<file path="config.mk">
export PLATFORM = sky130hd
export DESIGN_NAME = aff2d_cfg
export DESIGN_NICKNAME = d
export VERILOG_FILES = /design/src/rtl/core/aff2d_pkg.sv /design/src/rtl/core/aff2d_cfg.sv
export SDC_FILE = /design/constraint.sdc
export NUM_CORES = 1
export LEC_CHECK = 0
export BUFFER_PORTS_ARGS = -buffer_cell sky130_fd_sc_hd__buf_2
export CAP_MARGIN = 15
export CORE_AREA = 2 2 175 177
export CTS_CLUSTER_SIZE = 28
export DETAILED_ROUTE_END_ITERATION = 8
export DIE_AREA = 0 0 177 179
export PLACE_DENSITY = 0.53
export SYNTH_ARGS = -nofsm -noshare
export SYNTH_HDL_FRONTEND = slang
export SYNTH_SLANG_ARGS = --single-unit
</file>
<file path="constraint.sdc">
create_clock -name clk -period 1.9 [get_ports clk]
set_input_delay 0.19 -clock clk [delete_from_list [all_inputs] [get_ports clk]]
set_output_delay 0.19 -clock clk [all_outputs]
set_load 0.03 [all_outputs]
</file>
<file path="src/rtl/core/aff2d_pkg.sv">
`timescale 1ns / 1ps
// aff2d_pkg: widths, register indexes and shared types of the 2d affine point transform.
// No dependencies; every other file of the block refers to it by scoped names.
package aff2d_pkg;

	localparam int FRAC_BITS = 16;
	localparam int CW        = 32;                  // coordinate and coefficient width
	localparam int IDXW      = 3;                   // register index width
	localparam int OPW       = CW + 1;              // point operand, holds x - offset_x
	localparam int PW        = OPW + CW;            // point times coefficient
	localparam int DPW       = 2 * CW;              // coefficient times coefficient
	localparam int SW        = PW + 1;              // sum of two products
	localparam int NW        = SW + FRAC_BITS;      // numerator
	localparam int DW        = DPW + 1;             // determinant
	localparam int QW        = CW + 1;              // quotient magnitude, top bit marks overflow
	localparam int RW        = ((NW > DW + QW - 1) ? NW : DW + QW - 1) + 1;
	localparam int NDIV      = QW;                  // one quotient bit per stage
	localparam int FRONT_ST  = 5;
	localparam int NST       = FRONT_ST + NDIV + 1;

	localparam logic [DW-1:0] DEN_ONE = DW'(1) << FRAC_BITS;
	localparam logic [CW-1:0] COEF_ONE = CW'(1) << FRAC_BITS;
	localparam logic [CW-1:0] SAT_MAX = {1'b0, {(CW-1){1'b1}}};
	localparam logic [CW-1:0] SAT_MIN = {1'b1, {(CW-1){1'b0}}};

	typedef enum logic [IDXW-1:0] {
		REG_COEF_A   = 3'd0,
		REG_COEF_B   = 3'd1,
		REG_COEF_C   = 3'd2,
		REG_COEF_D   = 3'd3,
		REG_OFFSET_X = 3'd4,
		REG_OFFSET_Y = 3'd5
	} reg_idx_t;

	typedef struct packed {
		logic signed [CW-1:0] coef_a;
		logic signed [CW-1:0] coef_b;
		logic signed [CW-1:0] coef_c;
		logic signed [CW-1:0] coef_d;
		logic signed [CW-1:0] offset_x;
		logic signed [CW-1:0] offset_y;
	} coef_t;

	// sideband that travels with the divider operands
	typedef struct packed {
		logic neg_x;
		logic neg_y;
		logic sing;
	} tag_t;

endpackage

</file>
<file path="src/rtl/core/aff2d_cfg.sv">
`timescale 1ns / 1ps
// aff2d_cfg: the six matrix and offset registers behind the configuration write channel.
// Depends on aff2d_pkg.
module aff2d_cfg (
	input  logic                          clk,
	input  logic                          arst_n,
	input  logic                          cfg_valid,
	output logic                          cfg_ready,
	input  logic [aff2d_pkg::IDXW-1:0]    cfg_index,
	input  logic [aff2d_pkg::CW-1:0]      cfg_data,
	output aff2d_pkg::coef_t              coef
);

	aff2d_pkg::coef_t coef_q;

	assign cfg_ready = 1'b1;
	assign coef      = coef_q;

	always_ff @(posedge clk or negedge arst_n) begin
		if (!arst_n) begin
			coef_q.coef_a   <= aff2d_pkg::COEF_ONE;
			coef_q.coef_b   <= '0;
			coef_q.coef_c   <= '0;
			coef_q.coef_d   <= aff2d_pkg::COEF_ONE;
			coef_q.offset_x <= '0;
			coef_q.offset_y <= '0;
		end else if (cfg_valid && cfg_ready) begin
			unique case (aff2d_pkg::reg_idx_t'(cfg_index))
				aff2d_pkg::REG_COEF_A:   coef_q.coef_a   <= cfg_data;
				aff2d_pkg::REG_COEF_B:   coef_q.coef_b   <= cfg_data;
				aff2d_pkg::REG_COEF_C:   coef_q.coef_c   <= cfg_data;
				aff2d_pkg::REG_COEF_D:   coef_q.coef_d   <= cfg_data;
				aff2d_pkg::REG_OFFSET_X: coef_q.offset_x <= cfg_data;
				aff2d_pkg::REG_OFFSET_Y: coef_q.offset_y <= cfg_data;
				default: ;
			endcase
		end
	end

endmodule

</file>
==> results.json <==
{
  "combPwrFrac_pct": 30.2,
  "cp_top_family": "flip-flops",
  "place.gp.congestion": 0.690,
  "finalPower_mw": 13.6,
  "root_buffer": "clkbuf_16",
  "dominantRegCellSynth": "dfrtp_1",
  "reg2reg_depth": 1,
  "antennaDiodeCount": 0,
  "p_leak_nw": 4.63,
  "num_vias": 4350,
  "cp.arrival_ps": 1160,
  "grt_max_degree": 55,
  "dp_hpwl_mm": 12.0,
  "period_needed_ps": 1350,
  "timing.rr.start": "coef[157]$_DFFE_PN0P_",
  "die_area_mm2": 0.0317,
  "firstDrtPassIters": 4,
  "path_cells": "buf_2",
  "boundaryPins": 231,
  "hold_path.class": "in2reg",
  "path_class": "reg2out",
  "start_kind": "flip-flop",
  "die_h_um": 179,
  "clock_sinks": 192,
  "worstMarginPinSlew_ps": 509,
  "rrSetupSlack_ps": 1110,
  "synth-simple-area-share_pct": 0.967,
  "largest_reg_flops": 192,
  "yosysSeqAreaShare_pct": 65.2,
  "path_buf_inv": 1,
  "p_per_area_mw_per_mm2": 1390,
  "run_status": "finished clean",
  "cts_buffer_depth": 2,
  "seq_power_share_pct": 40.0,
  "synth_cells": 414,
  "pwr-share-clk_pct": 29.8,
  "portBuffers": 229,
  "switchingPower_mw": 4.78,
  "critPathSlowestCell": "dfstp_2",
  "path_max_fanout": 2,
  "finalNetCount": 694,
  "startpoint": "coef[176]$_DFFE_PN1P_",
  "cpPeakStageDelay_ps": 540,
  "cts_buffers": 17,
  "switching_share_pct": 35.2,
  "layout-area-overhead-vs-synth_pct": 32.1,
  "muxShareOfSynthArea_pct": 30.8,
  "async_reset_ff_share_pct": 100,
  "hold_violations": 0,
  "grt_util_all_layers_pct": 11.9,
  "cts-resized-gates": 0,
  "rows": 64,
  "rsz0062_at_grt": "false",
  "yosysUniqueCellTypes": 13,
  "grt_pass1_vias": 4578,
  "core_mm2": 0.0300,
  "synth_top_area_cell": "dfrtp_1",
  "cp-end-kind": "output port",
  "fin_crit_sh_pct": 71.3,
  "worstSkewPairLatency_ps": 430,
  "setup_viol": 0,
  "slew_headroom_pct": 66.1,
  "worst_ep_required_time_ps": 1710,
  "drtIter0Drc": 124,
  "tns_ps": 0,
  "synth_fa_ha_area_share_pct": 0,
  "regToRegEndpoint": "coef[157]$_DFFE_PN0P_",
  "yosys.area.top_type_share_pct": 64.4,
  "netlist_area_mm2": 0.00738,
  "max_freq_ghz": 0.738,
  "synth_xor_xnor_area_share_pct": 0,
  "whs_ps": 57.9,
  "post_cts_buffers": 0,
  "antenna_found_initial": 0,
  "path_depth": 1,
  "synth_compound_area_share_pct": 0,
  "yosys_warnings": 0,
  "drive_gt1_share_pct": 61.9,
  "ctsHtreeMaxLevel": 4,
  "avgSynthCellArea_um2": 17.8,
  "wire_per_inst_um": 17.2,
  "wirelength_mm": 18.3,
  "ys_seq_elements": 192,
  "start_util_pct": 24.6,
  "drc": 0,
  "drtAntennaViolNets": 0,
  "grt_overflow_total": 0,
  "endpoint": "coef[176]",
  "synth_most_common_cell": "dfrtp_1",
  "final_cells": 1065,
  "synth_nets": 452,
  "synth_area_leaders": "dfrtp_1, mux2_2, mux2_1",
  "grt_pass1_wl_mm": 28.4,
  "tritoncts": "yes",
  "maxSlewViolCount": 0,
  "die_w_um": 177,
  "viasPerCell": 4.08,
  "synth_top_family_by_area": "multiplexers",
  "holdBufCountCts": 1,
  "synth_common_cells": "dfrtp_1, mux2_2, mux2_1",
  "p_int_mw": 8.78,
  "dp_cells": 1032,
  "synth_enable_flop_cells": 0,
  "fin_worst_skew_ps": 0,
  "drv_cap": 0,
  "clk_pin_slew_ps": 70,
  "vdd_drop_max_mv": 0.490
}
## layer usage
layer | share of wire, % | global-route usage, % | routed length (µm) | up-vias
li1 | - | - | - | 1958
met4 | 1.3 | 3.44 | 229 | 0
met3 | 5.9 | 3.71 | 1090 | 13
met5 | 0 | 0 | 0 | -
met1 | 46 | 15.7 | 8360 | 2250
met2 | 47 | 18.7 | 8600 | 129
## final cells by class
class                           instances  area, µm²
Fill cell                            3016      20300
Sequential cell                       192       4810
Multi-Input combinational cell        199       2390
Clock inverter                         12        205
Tap cell                              396        495
Clock buffer                           20        457
Timing Repair Buffer                  246       1390
## power by group through the flow
stage | Combinational (mW) | Sequential, mW | Clock (mW)
after floorplan | 0.877 | 7.32 | 0
after global placement | 4.13 | 5.48 | 0
after detailed placement | 4.16 | 5.49 | 0
after CTS | 4.16 | 5.43 | 4.20
after global routing | 4.33 | 5.54 | 4.35
final | 4.10 | 5.42 | 4.05
## stage by stage
| step | util, % | cell area (µm²) | setup WS [ps] |
|---|---|---|---|
| final | 32.5 | 9740 | 546 |
| after global routing | 32.5 | 9740 | 495 |
| after CTS | 32.5 | 9740 | 520 |
| after detailed placement | 30.2 | 9070 | 353 |
| after global placement | 30.2 | 9070 | 375 |
| after floorplan | - | 7380 | 559 |
## logic make-up after synthesis
family,after synthesis
buffers and inverters,23
other,1
muxes,192
DFF,192
and+or+nand+nor,6
## how the worst min path moves through the flow
stage                       from                    end  depth (start not counted)
floorplan                 arst_n    coef[0]$_DFFE_PN0P_                          0
global placement          arst_n   coef[91]$_DFFE_PN0P_                          1
detailed placement        arst_n   coef[91]$_DFFE_PN0P_                          1
CTS                 cfg_data[12]  coef[140]$_DFFE_PN0P_                          2
global route        cfg_data[16]  coef[112]$_DFFE_PN0P_                          2
finish              cfg_data[18]  coef[114]$_DFFE_PN0P_                          2
## cells in the final DEF (no fill, tap or decap)
| master | netlist | final |
|---|---|---|
| buf_2 | 9 | 228 |
| clkinv_2 | 0 | 1 |
| clkbuf_16 | 0 | 17 |
| inv_6 | 0 | 2 |
| clkinv_4 | 0 | 2 |
| mux2_2 | 102 | 102 |
| clkbuf_1 | 0 | 1 |
| buf_12 | 0 | 8 |
| mux2_1 | 60 | 60 |
| mux2_4 | 30 | 30 |
| nand4b_1 | 2 | 2 |
| clkinvlp_4 | 0 | 2 |
| nor4b_4 | 1 | 1 |
| dlygate4sd3_1 | 0 | 1 |
| bufinv_16 | 0 | 5 |
| dfrtp_1 | 190 | 190 |
| clkbuf_8 | 0 | 3 |
| nor4bb_4 | 0 | 3 |
| buf_4 | 1 | 8 |
| dfstp_2 | 2 | 2 |
| conb_1 | 1 | 1 |
Note: power is estimated with default switching activity, not from simulation.
